### src/design/gtsa_pkg.sv
// Shared types and constants for the generation-tagged slot allocator.
package gtsa_pkg;

  // Field widths
  localparam int GenW      = 16;
  localparam int SlotNumW  = 16;
  localparam int HandleW   = 32;
  localparam int ModeW     = 2;
  localparam int StatusW   = 2;
  localparam int SlotOutW  = 4;

  // Default table size
  localparam int SlotCountDefault = 16;

  // Operation codes
  localparam logic [ModeW-1:0] ModeAlloc  = 2'd0;
  localparam logic [ModeW-1:0] ModeFree   = 2'd1;
  localparam logic [ModeW-1:0] ModeLookup = 2'd2;

  // Result status codes
  localparam logic [StatusW-1:0] StatusOk      = 2'd0;
  localparam logic [StatusW-1:0] StatusFull    = 2'd1;
  localparam logic [StatusW-1:0] StatusInvalid = 2'd2;

  // Request beat
  typedef struct packed {
    logic [ModeW-1:0]   mode;
    logic [HandleW-1:0] handle_in;
  } req_t;

  // Response beat
  typedef struct packed {
    logic [HandleW-1:0]  handle_out;
    logic [StatusW-1:0]  status;
    logic [SlotOutW-1:0] slot_index;
  } rsp_t;

endpackage

### src/design/gtsa_gen_store.sv
// Generation counter memory: registered synchronous read, per-entry valid bits for reset-to-zero.
module gtsa_gen_store #(
  parameter int SLOT_COUNT = gtsa_pkg::SlotCountDefault
) (
  input  logic                          clk_i,
  input  logic                          rst_ni,
  input  logic                          rd_en_i,
  input  logic [$clog2(SLOT_COUNT)-1:0] rd_addr_i,
  output logic [gtsa_pkg::GenW-1:0]     rd_data_o,
  input  logic                          wr_en_i,
  input  logic [$clog2(SLOT_COUNT)-1:0] wr_addr_i,
  input  logic [gtsa_pkg::GenW-1:0]     wr_data_i
);

  logic [gtsa_pkg::GenW-1:0] mem [SLOT_COUNT];
  logic [SLOT_COUNT-1:0]     written_q;
  logic [gtsa_pkg::GenW-1:0] rd_data_q;
  logic                      rd_written_q;

  // Entries never written since reset read as zero
  always_ff @(posedge clk_i or negedge rst_ni) begin
    if (!rst_ni) begin
      written_q <= '0;
    end else if (wr_en_i) begin
      written_q[wr_addr_i] <= 1'b1;
    end
  end

  // Array write port
  always_ff @(posedge clk_i) begin
    if (wr_en_i) begin
      mem[wr_addr_i] <= wr_data_i;
    end
  end

  // Registered read port
  always_ff @(posedge clk_i) begin
    if (rd_en_i) begin
      rd_data_q    <= mem[rd_addr_i];
      rd_written_q <= written_q[rd_addr_i];
    end
  end

  assign rd_data_o = rd_written_q ? rd_data_q : '0;

endmodule

### src/design/generation_tagged_slot_allocator_core.sv
// Top level of the generation-tagged slot allocator (generational handle table).
//
// Usage:
//   Request channel (in_valid_i / in_stall_o / in_data_i) carries one beat per
//   operation: allocate, free or lookup, plus a handle for free and lookup.
//   Response channel (out_valid_o / out_stall_i / out_data_o) returns exactly
//   one beat per request, in request order: new handle, status, slot index.
//   A beat moves on an edge where valid is high and stall is low.
// Timing:
//   A request taken in the idle state has its response registered in the execute
//   state that follows, once the output register is free. One request is in
//   flight at a time: the generation memory is read in the accept cycle and
//   written back in the execute state, so a new request is taken only after that.
// Reset:
//   Every slot is free and every generation reads as zero; no clearing pass.
// Backpressure:
//   While a response waits under out_stall_i, the next request can still be
//   accepted and its memory read done; it completes once the output register
//   is free, and in_stall_o stays high until then.
module generation_tagged_slot_allocator_core #(
  parameter int SLOT_COUNT = gtsa_pkg::SlotCountDefault
) (
  input  logic           clk_i,
  input  logic           rst_ni,
  input  logic           in_valid_i,
  output logic           in_stall_o,
  input  gtsa_pkg::req_t in_data_i,
  output logic           out_valid_o,
  input  logic           out_stall_i,
  output gtsa_pkg::rsp_t out_data_o
);

  localparam int IdxW = $clog2(SLOT_COUNT);

  // Sequencer codes
  localparam logic StIdle = 1'b0;
  localparam logic StExec = 1'b1;

  logic                           state_q, state_d;
  logic [SLOT_COUNT-1:0]          free_map_q, free_map_d;
  logic [gtsa_pkg::ModeW-1:0]     op_q;
  logic [IdxW-1:0]                slot_q;
  logic                           hit_q;
  logic                           full_q;
  logic [gtsa_pkg::GenW-1:0]      gen_in_q;
  logic                           out_valid_q, out_valid_d;
  gtsa_pkg::rsp_t                 out_data_q, out_data_d;

  logic                           in_fire;
  logic                           exec_fire;
  logic [IdxW-1:0]                lowest_free;
  logic [gtsa_pkg::SlotNumW-1:0]  slot_num;
  logic                           num_in_range;
  logic [IdxW-1:0]                handle_slot;
  logic [IdxW-1:0]                rd_addr;
  logic [gtsa_pkg::GenW-1:0]      gen_rd;
  logic [gtsa_pkg::GenW-1:0]      gen_new;
  logic                           gen_match;
  logic                           gen_wr_en;

  assign in_stall_o = (state_q != StIdle);
  assign in_fire    = in_valid_i && !in_stall_o;
  assign exec_fire  = (state_q == StExec) && (!out_valid_q || !out_stall_i);

  // Lowest free slot
  always_comb begin
    lowest_free = '0;
    for (int i = SLOT_COUNT - 1; i >= 0; i--) begin
      if (free_map_q[i]) begin
        lowest_free = IdxW'(i);
      end
    end
  end

  // Decode the handle's slot number
  assign slot_num     = in_data_i.handle_in[gtsa_pkg::SlotNumW-1:0];
  assign num_in_range = (slot_num != '0) &&
                        (slot_num <= gtsa_pkg::SlotNumW'(SLOT_COUNT));
  assign handle_slot  = IdxW'(slot_num - gtsa_pkg::SlotNumW'(1));
  assign rd_addr      = (in_data_i.mode == gtsa_pkg::ModeAlloc) ? lowest_free : handle_slot;

  // Capture the request for the execute cycle
  always_ff @(posedge clk_i) begin
    if (in_fire) begin
      op_q     <= in_data_i.mode;
      slot_q   <= rd_addr;
      full_q   <= (free_map_q == '0);
      hit_q    <= num_in_range && !free_map_q[handle_slot];
      gen_in_q <= in_data_i.handle_in[gtsa_pkg::HandleW-1:gtsa_pkg::SlotNumW];
    end
  end

  gtsa_gen_store #(
    .SLOT_COUNT(SLOT_COUNT)
  ) u_gen_store (
    .clk_i    (clk_i),
    .rst_ni   (rst_ni),
    .rd_en_i  (in_fire),
    .rd_addr_i(rd_addr),
    .rd_data_o(gen_rd),
    .wr_en_i  (gen_wr_en),
    .wr_addr_i(slot_q),
    .wr_data_i(gen_new)
  );

  assign gen_new   = gen_rd + gtsa_pkg::GenW'(1);
  assign gen_match = hit_q && (gen_rd == gen_in_q);
  assign gen_wr_en = exec_fire && (op_q == gtsa_pkg::ModeAlloc) && !full_q;

  // Execute: form the response and update the free map
  always_comb begin
    free_map_d = free_map_q;
    out_data_d = out_data_q;
    if (exec_fire) begin
      out_data_d.handle_out = '0;
      out_data_d.status     = gtsa_pkg::StatusInvalid;
      out_data_d.slot_index = '0;
      unique case (op_q)
        gtsa_pkg::ModeAlloc: begin
          if (full_q) begin
            out_data_d.status = gtsa_pkg::StatusFull;
          end else begin
            free_map_d[slot_q]    = 1'b0;
            out_data_d.handle_out = {gen_new,
                                     gtsa_pkg::SlotNumW'(slot_q) + gtsa_pkg::SlotNumW'(1)};
            out_data_d.status     = gtsa_pkg::StatusOk;
            out_data_d.slot_index = gtsa_pkg::SlotOutW'(slot_q);
          end
        end
        gtsa_pkg::ModeFree: begin
          if (gen_match) begin
            free_map_d[slot_q]    = 1'b1;
            out_data_d.status     = gtsa_pkg::StatusOk;
            out_data_d.slot_index = gtsa_pkg::SlotOutW'(slot_q);
          end
        end
        gtsa_pkg::ModeLookup: begin
          if (gen_match) begin
            out_data_d.status     = gtsa_pkg::StatusOk;
            out_data_d.slot_index = gtsa_pkg::SlotOutW'(slot_q);
          end
        end
        default: begin
          out_data_d.status = gtsa_pkg::StatusInvalid;
        end
      endcase
    end
  end

  // Sequencer and output valid
  always_comb begin
    state_d = state_q;
    unique case (state_q)
      StIdle: if (in_fire) state_d = StExec;
      StExec: if (exec_fire) state_d = StIdle;
      default: state_d = StIdle;
    endcase
    out_valid_d = out_valid_q;
    if (exec_fire) begin
      out_valid_d = 1'b1;
    end else if (!out_stall_i) begin
      out_valid_d = 1'b0;
    end
  end

  always_ff @(posedge clk_i or negedge rst_ni) begin
    if (!rst_ni) begin
      state_q     <= StIdle;
      free_map_q  <= '1;
      out_valid_q <= 1'b0;
    end else begin
      state_q     <= state_d;
      free_map_q  <= free_map_d;
      out_valid_q <= out_valid_d;
    end
  end

  always_ff @(posedge clk_i) begin
    out_data_q <= out_data_d;
  end

  assign out_valid_o = out_valid_q;
  assign out_data_o  = out_data_q;

`ifndef SYNTHESIS
  // A taken request always moves the sequencer into execute
  a_accept_exec: assert property (@(posedge clk_i) disable iff (!rst_ni)
    in_fire |=> (state_q == StExec))
    else $error("request accepted but not executing");

  // A new response only appears out of an execute cycle
  a_rsp_from_exec: assert property (@(posedge clk_i) disable iff (!rst_ni)
    $rose(out_valid_q) |-> $past(state_q == StExec))
    else $error("response without execute");

  // At most one slot is released per cycle
  a_one_release: assert property (@(posedge clk_i) disable iff (!rst_ni)
    $countones(free_map_q) <= $countones($past(free_map_q)) + 1)
    else $error("more than one slot released in a cycle");
`endif

endmodule

### config.mk
export PLATFORM = sky130hd
export DESIGN_NAME = generation_tagged_slot_allocator_core
export DESIGN_NICKNAME = d
export VERILOG_FILES = /design/src/design/gtsa_pkg.sv /design/src/design/gtsa_gen_store.sv /design/src/design/generation_tagged_slot_allocator_core.sv
export SDC_FILE = /design/constraint.sdc
export NUM_CORES = 1
export LEC_CHECK = 0
export BUFFER_PORTS_ARGS = -buffer_cell sky130_fd_sc_hd__buf_2
export CORE_ASPECT_RATIO = 1.25
export CORE_UTILIZATION = 48
export CTS_CLUSTER_SIZE = 25
export DETAILED_ROUTE_END_ITERATION = 8
export GPL_TIMING_DRIVEN = 0
export PLACE_DENSITY = 0.69
export SYNTH_ARGS = -nofsm -noshare
export SYNTH_HDL_FRONTEND = slang
export SYNTH_SLANG_ARGS = --single-unit
### constraint.sdc
create_clock -name clk_i -period 5.1 [get_ports clk_i]
set_input_delay 0 -clock clk_i [delete_from_list [all_inputs] [get_ports clk_i]]
set_output_delay 0 -clock clk_i [all_outputs]
set_load 0.01 [all_outputs]
======== Word-level counts from Yosys, hierarchy flattened ========
Memories as Yosys holds them, arrays and structs flattened. A register that Yosys moved wholly into a read port is not among the register bits.
Index checks and enable logic that the tools add are counted.
word-level totals
  register bits ........................... 97
  memory bits (writable) .................. 256
  input port bits ......................... 38
  output and inout bits ................... 40
  logic and storage cells ................. 95
  memories ................................ 1
memory list
  memory           words  width  read ports  clocked after memory_dff  write ports  line                  text
  u_gen_store.mem  16     16     1           1                         1            gtsa_gen_store.sv:15  logic [gtsa_pkg::GenW-1:0] mem [SLOT_COUNT];
cells by class
  add/sub/neg operators ................... 3
  magnitude comparators ................... 5
  equality and inequality tests ........... 6
  multiplexer cells ....................... 39
  bitwise operators ....................... 6
  reduce and logical (&&, ||, !) cells .... 22
operator list
  operator               number
  $mux 4                 18
  $mux 16                3
  $or 16x16->16          2
  $pmux 16 s2            1
  $add 16x1->16 const B  1
  $and 16x16->16         1
  $eq 16x16->1           1
  $le 16x5->1 const B    1
  $logic_not 16->1       1
  $not 16->16            1
  $reduce_bool 16->1     1
  $lt 4x5->1 const B     3
  $mux 1                 10
  $bmux 1 s4             2
  $logic_and 1x1->1      8
  $pmux 4 s2             1
  $mux 6                 1
  $add 4x1->5 const B    1
  $logic_not 1->1        5
  $demux 1 s4            1
  $ge 4x1->1 const B     1
  $logic_not 2->1        2
  $ne 2x2->1 const B     2
  $pmux 2 s2             1
  10 further kinds       12

======== Longest topological paths before layout ========
Gate-level depths: netlist of the first run.
  depth in word-level cells ............... 19
  mapped depth ............................ 12

======== By module ========
A second synthesis of the first run with hierarchy kept.
unflattened totals
  cells, all modules ...................... 794
  area total of the unflattened synthesis .. 14610.3 um^2
by module, submodules not included
  module                                 times used  cells each  area an instance (um^2)
  gtsa_gen_store                         1           491         10951.8
  generation_tagged_slot_allocator_core  1           303         3658.5

======== Worst setup path after synthesis of the first run ========
OpenSTA, ideal clock, no wires.
  path type ............................... register to register
  from .................................... register state_q (netlist: in_stall_o)
  to ...................................... memory u_gen_store.mem[3][0] in the netlist's numbering (enable)
  library setup time ...................... 0.432 ns
  data arrival time ....................... 4.794 ns
  data required time ...................... 4.668 ns
  path slack .............................. -0.126 ns
  stages on the path, launching flop included .. 4
  path buffers ............................ 0
  cells stage by stage .................... dfrtp_1 -> a21boi_0 -> nand2_1 -> nor4_1
on the way
  longest elaborated chain between the ends .. 5
ends and longest elaborated chain
  what                             line                                          text
  start, declared                  generation_tagged_slot_allocator_core.sv:39   logic state_q, state_d;
  start signal, assigned           generation_tagged_slot_allocator_core.sv:168  state_q <= StIdle;
  start signal, assigned           generation_tagged_slot_allocator_core.sv:172  state_q <= state_d;
  $logic_and 1x1->1                generation_tagged_slot_allocator_core.sv:63   assign exec_fire = (state_q == StExec) && (!out_valid_q || !out_stall_i);
  named net exec_fire              generation_tagged_slot_allocator_core.sv:50   logic exec_fire;
  $logic_and 1x1->1 (2 in series)  generation_tagged_slot_allocator_core.sv:108  assign gen_wr_en = exec_fire && (op_q == gtsa_pkg::ModeAlloc) && !full_q;
  $mux 1                           gtsa_gen_store.sv:31                          if (wr_en_i) begin
  $mux 1 (implied by the code)     gtsa_gen_store.sv:32                          mem[wr_addr_i] <= wr_data_i;
  end, declared                    gtsa_gen_store.sv:15
The timed path passes the listed nets, and every way through them passes these cells.

======== Final worst setup path of the first run ========
  from .................................... register u_gen_store.rd_written_q
  to ...................................... register out_data_q (netlist bit out_data_o[36]), data pin
on the way
  longest elaborated chain between the ends .. 2
ends and longest elaborated chain
  what                        line                                          text
  start, declared             gtsa_gen_store.sv:18                          logic rd_written_q;
  start signal, assigned      gtsa_gen_store.sv:40                          rd_written_q <= written_q[rd_addr_i];
  $mux 16                     gtsa_gen_store.sv:44                          assign rd_data_o = rd_written_q ? rd_data_q : '0;
  $add 16x1->16               generation_tagged_slot_allocator_core.sv:106  assign gen_new = gen_rd + gtsa_pkg::GenW'(1);
  named net gen_new, one bit  generation_tagged_slot_allocator_core.sv:57   logic [gtsa_pkg::GenW-1:0] gen_new;
  end signal, assigned        generation_tagged_slot_allocator_core.sv:179  out_data_q <= out_data_d;
  end, declared               generation_tagged_slot_allocator_core.sv:47   gtsa_pkg::rsp_t out_data_q, out_data_d;
The timed path passes the listed nets, and every way through them passes these cells.
A chain may end at the register's enable or synchronous reset.

==> flow_summary.json, run 1 <==
{
  "status": "finished clean",
  "synth.ff_latch_count": 358,
  "avgSynthCellArea_um2": 15.8,
  "antenna_found_initial": 0,
  "post-dp-hpwl_mm": 22.5,
  "rows": 72,
  "finClkSkew_ns": 0.0265,
  "start_kind": "flip-flop",
  "initial_core_util": 0.489,
  "synth_cells": 964,
  "synth.area.mux_share": 0.108,
  "htree_num_levels": 2,
  "cap_violations": 0,
  "clockRootBuffer": "clkbuf_16",
  "overflow": 0,
  "end_kind": "flip-flop",
  "num_vias": 8592,
  "comb_power_share": 0.095,
  "synth_ff_type": "edfxtp_1",
  "drc": 0,
  "areaGrowthSynthToFinish_pct": 15.8,
  "fin_crit_sh": 0.904,
  "p_sw_uw": 1510,
  "period_needed_ns": 4.61,
  "drv_slew": 0,
  "p_leak_uw": 0.00617,
  "rsz0062_at_grt": "no",
  "fmax_mhz": 217,
  "synth-async-reset-ratio": 0.0950,
  "startpoint": "u_gen_store.rd_written_q$_DFFE_PP_",
  "routed.top_layer": "met4",
  "peakVddDrop_v": 0.000238,
  "synth.yosys.seq_area_share": 0.698,
  "routed_via_density": 5.56,
  "track_usage": 0.208,
  "synth-simple-area-share": 0.0783,
  "fillers": 2441,
  "core_area_um2": 31100,
  "power_frac_clock": 0.384,
  "first_pass_iters": 6,
  "crit_type": "flip-flop to flip-flop",
  "finalWeightedCongestion": 0.896,
  "synth_xor_area_frac": 0.0110,
  "holdWs_ns": 0.126,
  "yosys.area.top_type_share": 0.641,
  "portBuffers": 65,
  "yosysWarningCount": 0,
  "clockBufferDepth": 3,
  "wl_per_cell_um": 21.3,
  "final_common_cell": "edfxtp_1",
  "die_area_um2": 32400,
  "die_x_um": 161,
  "synth_top_family_by_area": "multiplexers",
  "final_cell_mix": "edfxtp_1, mux2i_1, buf_2",
  "synth_compound_gate_area_share": 0.0664,
  "reg2reg_depth": 12,
  "post_cts_buffers": 0,
  "p_per_area_nw_per_um2": 370,
  "met3_length_mm": 1.30,
  "n_antenna_cell": 0,
  "p_sw_frac": 0.232,
  "path_max_fanout": 17,
  "die_h_um": 201,
  "drt_iter0_markers": 593,
  "fin_tns_setup_ns": 0,
  "internal_power_uw": 5000,
  "netlist-cell-type-count": 57,
  "ys_top_cells_by_area": "edfxtp_1, mux2i_1, a22oi_1",
  "synthAdderAreaFrac": 0.00824,
  "grt_max_degree": 35,
  "ant_nets": 0,
  "setup_violations": 0,
  "synth_enable_flop_cells": 324,
  "grt_pass1_wl_mm": 50.5,
  "hold_class": "input port to asynchronous set/reset pin",
  "cp.arrival_ns": 5.00,
  "wl_met1_mm": 12.8,
  "final_nets": 1161,
  "final_layout_size_suffix_gt1_frac": 0.204,
  "clk_latency_ns": 0.52,
  "io_pins": 78,
  "syn_area_um2": 15200,
  "worstPathRequired_ns": 5.49,
  "clock_sinks": 358,
  "cts-buffers-inserted": 36,
  "tritoncts": "built",
  "yosysTopAreaCell": "edfxtp_1",
  "clk_pin_slew_ns": 0.06,
  "seq_power_share": 0.522,
  "slew_headroom": 0.135,
  "hold_viol": 0,
  "tightest_slew_ns": 1.29,
  "wl_met2_mm": 17.9,
  "grt_pass1_vias": 8720,
  "drt-total-wl_mm": 33.0,
  "reg2reg_from": "u_gen_store.rd_written_q$_DFFE_PP_"
}
kinds of logic after synthesis:
family | after synthesis
AND/OR/NAND/NOR | 200
flip-flops | 358
XOR/XNOR | 19
buffers and inverters | 85
other | 1
adder cells (fa/ha/maj) | 10
multiplexers | 157
AO/OA/AOI/OAI | 134
registers in the layout, summed over array words and instances (netlist names), named ones only:
signal and cells:
u_gen_store.mem 256, out_data_o 27, gen_in_q 16, u_gen_store.rd_data_q 16, u_gen_store.written_q 16, slot_q 4
op_q 2, full_q 1, hit_q 1, in_stall_o 1, out_valid_o 1, u_gen_store.rd_written_q 1
power groups by stage:
stage | logic, uW | registers (uW) | clock network [uW]
final | 617 | 3390 | 2500
after floorplan | 351 | 3450 | 0
after global placement | 571 | 3460 | 0
after CTS | 617 | 3400 | 2520
after global routing | 663 | 3400 | 2630
after detailed placement | 601 | 3450 | 0
routing by layer:
metal / GRT usage / vias to the layer above
met1: 0.249 / 4327
li1: - / 3985
met3: 0.0269 / 55
met4: 0.0741 / 0
met5: 0 / -
met2: 0.379 / 225
final cells by class:
type / count / area, um2 / share of cell area
plain buffers: 50 / 330 / 0.0188
clock buffers: 47 / 995 / 0.0565
clock inverters: 17 / 120 / 0.00683
inverters: 35 / 131 / 0.00747
multi-input cells: 531 / 4220 / 0.240
flip-flops and latches: 358 / 10600 / 0.602
well taps: 407 / 509 / 0.0289
repair buffers: 101 / 687 / 0.0390
Yosys cell counts (8+ instances only):
| cell type | number |
|---|---|
| edfxtp_1 | 324 |
| mux2i_1 | 152 |
| a22oi_1 | 60 |
| nand2_1 | 38 |
| inv_1 | 35 |
| buf_4 | 27 |
| and2_1 | 26 |
| nor2_1 | 24 |
| a21oi_1 | 21 |
| and4_1 | 19 |
| dfrtp_1 | 18 |
| dfstp_2 | 16 |
| or2_2 | 16 |
| o21ai_0 | 15 |
| nor3_1 | 13 |
| nor2b_1 | 12 |
| xnor2_1 | 11 |
| a22oi_2 | 10 |
| clkbuf_1 | 10 |
| ha_1 | 10 |
| buf_2 | 9 |
| nand3_1 | 8 |
| xor2_1 | 8 |
path summary, 6_finish.rpt:
kind	endpoint	slack, ns
max	out_data_o[36]$_SDFFCE_PP0P_	0.49
min	out_valid_o$_DFFE_PN0P_	0.13
max reg2reg	out_data_o[36]$_SDFFCE_PP0P_	0.49
min reg2reg	u_gen_store.written_q[2]$_DFFE_PN0P_	0.47
max in group asynchronous	u_gen_store.written_q[4]$_DFFE_PN0P_	4.43
min in group clk_i	slot_q[3]$_DFFE_PP_	0.15
critical path: stages (launching register included):
cell      delay (ns)
edfxtp_1        0.40
clkbuf_1        0.37
clkbuf_1        0.41
clkbuf_1        0.40
nand2_1         0.48
inv_1           0.20
ha_1            0.24
nand2_1         0.14
nor3_1          0.68
nand3_1         0.20
xor2_1          0.20
nor2b_2         0.54
and2_1          0.22
what timing repair did:
| action | 4_1_cts | 5_1_grt |
|---|---|---|
| endpoints found under the hold margin | 59 | 0 |
| setup endpoints to repair | 0 | 34 |
| hold buffers | 25 | 0 |
| gates resized for setup | 0 | 2 |
stage by stage:
stage / utilization / instances / worst slack (ns) / area [um2] / total power, uW
2_1_floorplan: - / 974 / 0.712 / 15200 / 3810
6_report: 0.566 / 1546 / 0.491 / 17600 / 6510
3_3_place_gp: 0.517 / 1446 / -1.44 / 16100 / 4030
5_1_grt: 0.566 / 1546 / 0.159 / 17600 / 6690
3_5_place_dp: 0.522 / 1457 / 0.382 / 16200 / 4060
4_1_cts: 0.565 / 1546 / 0.356 / 17600 / 6530
(Power assumes the default switching activity.)
==> run 2: changes to the inputs <==
Settings changed: PLACE_DENSITY 0.69 to 0.73.
==> flow_summary.json, run 2 (synthesis results as in run 1) <==
{
  "status": "finished clean",
  "grt_pass1_wl_mm": 51.7,
  "path_max_fanout": 17,
  "instances_no_fill": 1547,
  "reg2reg_depth": 12,
  "clk_pin_slew_ns": 0.06,
  "die_h_um": 201,
  "first_pass_iters": 5,
  "die_area_um2": 32400,
  "peakVddDrop_v": 0.000228,
  "timing.rr.end": "out_data_o[36]$_SDFFCE_PP0P_",
  "final_common_cell": "edfxtp_1",
  "drc": 0,
  "clockRootBuffer": "clkbuf_16",
  "reg2reg_from": "u_gen_store.rd_written_q$_DFFE_PP_",
  "final_cell_mix": "edfxtp_1, mux2i_1, buf_2",
  "final_nets": 1161,
  "slew_headroom": 0.163,
  "drt-total-wl_mm": 33.9,
  "regMostFlops": "u_gen_store.mem",
  "rows": 72,
  "fillers": 2416,
  "n_antenna_cell": 0,
  "track_usage": 0.213,
  "clockBufferDepth": 3,
  "grt_max_degree": 35,
  "overflow": 0,
  "initial_core_util": 0.489,
  "die_x_um": 161,
  "finalWeightedCongestion": 0.934,
  "antenna_found_initial": 0,
  "clock_sinks": 358,
  "hold_viol": 0,
  "worstPathRequired_ns": 5.49,
  "start_kind": "flip-flop",
  "largest_reg_flops": 256,
  "p_leak_uw": 0.00619,
  "end_kind": "flip-flop",
  "period_needed_ns": 4.54,
  "htree_num_levels": 2,
  "finClkSkew_ns": 0.0232,
  "cap_violations": 0,
  "p_per_area_nw_per_um2": 374,
  "wl_per_cell_um": 21.9,
  "num_vias": 8806,
  "final_layout_size_suffix_gt1_frac": 0.204,
  "rrSetupSlack_ns": 0.56,
  "cp.arrival_ns": 4.93,
  "final_util": 0.568,
  "rsz0062_at_grt": "no",
  "drv_slew": 0,
  "core_area_um2": 31100,
  "ant_nets": 0,
  "crit_type": "flip-flop to flip-flop",
  "placed_cells": 1457,
  "grt_pass1_vias": 8975,
  "fmax_mhz": 220,
  "clk_latency_ns": 0.53,
  "tritoncts": "built",
  "drt_iter0_markers": 721,
  "routed_via_density": 5.69,
  "portBuffers": 65,
  "post-dp-hpwl_mm": 22.5,
  "areaGrowthSynthToFinish_pct": 16.2,
  "fin_crit_sh": 0.890,
  "hold_class": "input port to asynchronous set/reset pin",
  "tightest_slew_ns": 1.25,
  "setup_violations": 0,
  "cts-buffers-inserted": 36,
  "io_pins": 78,
  "holdWs_ns": 0.120
}
run 2: report_power, final:
group | switching [uW] | internal, uW | total, uW | leakage [uW]
Sequential | 49.2 | 3350 | 3400 | 0.00339
Clock | 1070 | 1510 | 2580 | 0.000554
Combinational | 396 | 223 | 619 | 0.00225
run 2: worst max-delay path by stage:
stage | from | end | slack (ns) | cells after the start
global route | u_gen_store.rd_written_q$_DFFE_PP_ | out_data_o[36]$_SDFFCE_PP0P_ | 0.22 | 12
detailed placement | u_gen_store.rd_written_q$_DFFE_PP_ | out_data_o[36]$_SDFFCE_PP0P_ | 0.44 | 12
finish | u_gen_store.rd_written_q$_DFFE_PP_ | out_data_o[36]$_SDFFCE_PP0P_ | 0.56 | 12
global placement | in_stall_o$_DFF_PN0_ | u_gen_store.mem[7][6]$_DFFE_PP_ | -1.41 | 3
CTS | u_gen_store.rd_written_q$_DFFE_PP_ | out_data_o[36]$_SDFFCE_PP0P_ | 0.39 | 12
floorplan | in_stall_o$_DFF_PN0_ | u_gen_store.mem[3][0]$_DFFE_PP_ | 0.71 | 3
run 2: timing repair:
action,4_1_cts,5_1_grt
endpoints found under the hold margin,51,0
hold buffers,25,0
setup buffers,0,0
setup endpoints to repair,0,34
gates resized for setup,0,2
run 2: per-stage QoR:
step                      TNS [ns]  worst slack, ns  area [um2]  total power (uW)
after global routing             0            0.217       17600              6790
after detailed placement         0            0.441       16200              4060
after floorplan                  0            0.712       15200              3810
final                            0            0.560       17600              6600
after global placement      -55.36            -1.41       16100              4020
after CTS                        0            0.394       17600              6630
run 2: layout make-up:
cell class	count	area, um2	area share
tap	407	509	0.0289
clock inverter	14	150	0.00851
multi-input combinational	531	4220	0.239
inverter	35	131	0.00745
buffer	50	330	0.0187
sequential	358	10600	0.601
timing repair buffer	101	709	0.0402
clock buffer	51	988	0.0560
run 2: per-layer routing:
layer | vias to the layer above | share of wire | GRT usage
met5 | - | 0 | 0
met4 | 0 | 0.026 | 0.0724
met3 | 57 | 0.048 | 0.0279
met2 | 288 | 0.54 | 0.387
met1 | 4463 | 0.39 | 0.257
li1 | 3998 | - | -
run 2: worst max-delay path, cell delays in order (launching register included):
cell and delay, ns:
edfxtp_1 0.43, clkbuf_1 0.36, clkbuf_1 0.38, clkbuf_1 0.39
nand2_1 0.46, inv_1 0.21, ha_1 0.29, nand2_1 0.15
nor3_1 0.56, nand3_1 0.18, xor2_1 0.19, nor2b_2 0.56
and2_1 0.24
==> run 3: changes to the inputs <==
Settings changed: GPL_TIMING_DRIVEN 0 to not set, PLACE_DENSITY 0.73 to not set, PLACE_DENSITY_LB_ADDON set to 0.08.
==> flow_summary.json, run 3 (synthesis results as in run 1) <==
{
  "p_leak_uw": 0.00612,
  "fillers": 2457,
  "final_nets": 1142,
  "die_x_um": 161,
  "finalWeightedCongestion": 0.833,
  "areaGrowthSynthToFinish_pct": 15.4,
  "placed_cells": 1438,
  "routed_via_density": 5.60,
  "hold_class": "input port to asynchronous set/reset pin",
  "die_area_um2": 32400,
  "portBuffers": 66,
  "setup_violations": 0,
  "cp.arrival_ns": 3.94,
  "peakVddDrop_v": 0.000251,
  "post_cts_buffers": 0,
  "grt_pass1_wl_mm": 55.2,
  "slew_headroom": 0.164,
  "fmax_mhz": 282,
  "tritoncts": "built",
  "tightest_slew_ns": 1.25,
  "status": "finished clean",
  "wl_per_cell_um": 24.2,
  "track_usage": 0.235,
  "ant_nets": 0,
  "post-dp-hpwl_mm": 22.3,
  "p_per_area_nw_per_um2": 373,
  "grt_pass1_vias": 8636,
  "clk_pin_slew_ns": 0.06,
  "rsz0062_at_grt": "no",
  "finClkSkew_ns": 0.0102,
  "io_pins": 78,
  "clock_sinks": 358,
  "drv_slew": 0,
  "start_kind": "flip-flop",
  "crit_type": "flip-flop to flip-flop",
  "n_antenna_cell": 0,
  "initial_core_util": 0.489,
  "drt-total-wl_mm": 36.9,
  "fin_tns_setup_ns": 0,
  "htree_num_levels": 2,
  "rows": 72,
  "cts_hold_buf": 24,
  "first_pass_iters": 7,
  "drc": 0,
  "clockRootBuffer": "clkbuf_16",
  "cts_resized": 0,
  "largest_reg_flops": 256,
  "die_h_um": 201,
  "core_area_um2": 31100,
  "clockBufferDepth": 3,
  "worstPathRequired_ns": 5.49,
  "overflow": 0,
  "multi_input_area_um2": 4240,
  "num_vias": 8563,
  "cts-buffers-inserted": 36,
  "period_needed_ns": 3.55,
  "drt_iter0_markers": 684,
  "fin_crit_sh": 0.696,
  "final_layout_size_suffix_gt1_frac": 0.201,
  "final_common_cell": "edfxtp_1",
  "clk_latency_ns": 0.53,
  "path_max_fanout": 30,
  "instances_no_fill": 1528,
  "p_total_uw": 6530,
  "regMostFlops": "u_gen_store.mem",
  "hold_viol": 0,
  "grt_max_degree": 46,
  "end_kind": "flip-flop",
  "cap_violations": 0,
  "seqCellArea_um2": 10600,
  "final_cell_mix": "edfxtp_1, mux2i_1, buf_2",
  "antenna_found_initial": 1
}
-- run 3: layer usage --
| metal | part of all wire | up-vias | wire length [um] | track usage |
|---|---|---|---|---|
| li1 | - | 3956 | - | - |
| met1 | 0.42 | 4341 | 15300 | 0.308 |
| met2 | 0.52 | 204 | 19100 | 0.407 |
| met3 | 0.046 | 60 | 1700 | 0.0349 |
| met4 | 0.021 | 2 | 759 | 0.0647 |
| met5 | 0.00035 | - | 13 | 0 |
-- run 3: critical path: stages, from the launching register on --
cell      delay [ns]
edfxtp_1        0.39
buf_4           0.30
nand2_1         0.37
inv_1           0.18
ha_1            0.25
nand2_1         0.13
nor3_1          0.45
nand3_1         0.17
xor2_1          0.17
nor2b_1         0.78
and2_1          0.24
-- run 3: path summary, 6_finish.rpt --
path	endpoint	cells after the start	from	slack [ns]
worst max-delay path	out_data_o[36]$_SDFFCE_PP0P_	10	u_gen_store.rd_written_q$_DFFE_PP_	1.55
worst min-delay path	in_stall_o$_DFF_PN0_	2	rst_ni	0.11
worst max register to register	out_data_o[36]$_SDFFCE_PP0P_	10	u_gen_store.rd_written_q$_DFFE_PP_	1.55
worst min register to register	u_gen_store.written_q[6]$_DFFE_PN0P_	1	u_gen_store.written_q[6]$_DFFE_PN0P_	0.46
max in group asynchronous	u_gen_store.written_q[5]$_DFFE_PN0P_	2	rst_ni	4.47
min in group clk_i	slot_q[3]$_DFFE_PP_	3	in_data_i[3]	0.16
-- run 3: per-stage QoR --
stage                     instance area [um2]  hold slack [ns]  worst slack [ns]   util
after global routing                    17500            0.156              1.17  0.564
after global placement                  16200            0.125              1.74  0.520
after floorplan                         15200           -0.296             0.712      -
after detailed placement                16200            0.128              1.66  0.520
final                                   17500            0.106              1.55  0.564
after CTS                               17500            0.107              1.63  0.564
-- run 3: cell type report --
cell class,instances,share of cell area
inverters,35,0.00749
flip-flops and latches,358,0.605
clock buffers,49,0.0571
repair buffers,132,0.0527
clock inverters,16,0.00742
well taps,407,0.0290
multi-input cells,531,0.242
-- run 3: report_power, final --
part | switching, uW | internal (uW)
clock | 1070 | 1480
combinational | 364 | 207
sequential | 68.3 | 3350
total | 1500 | 5030
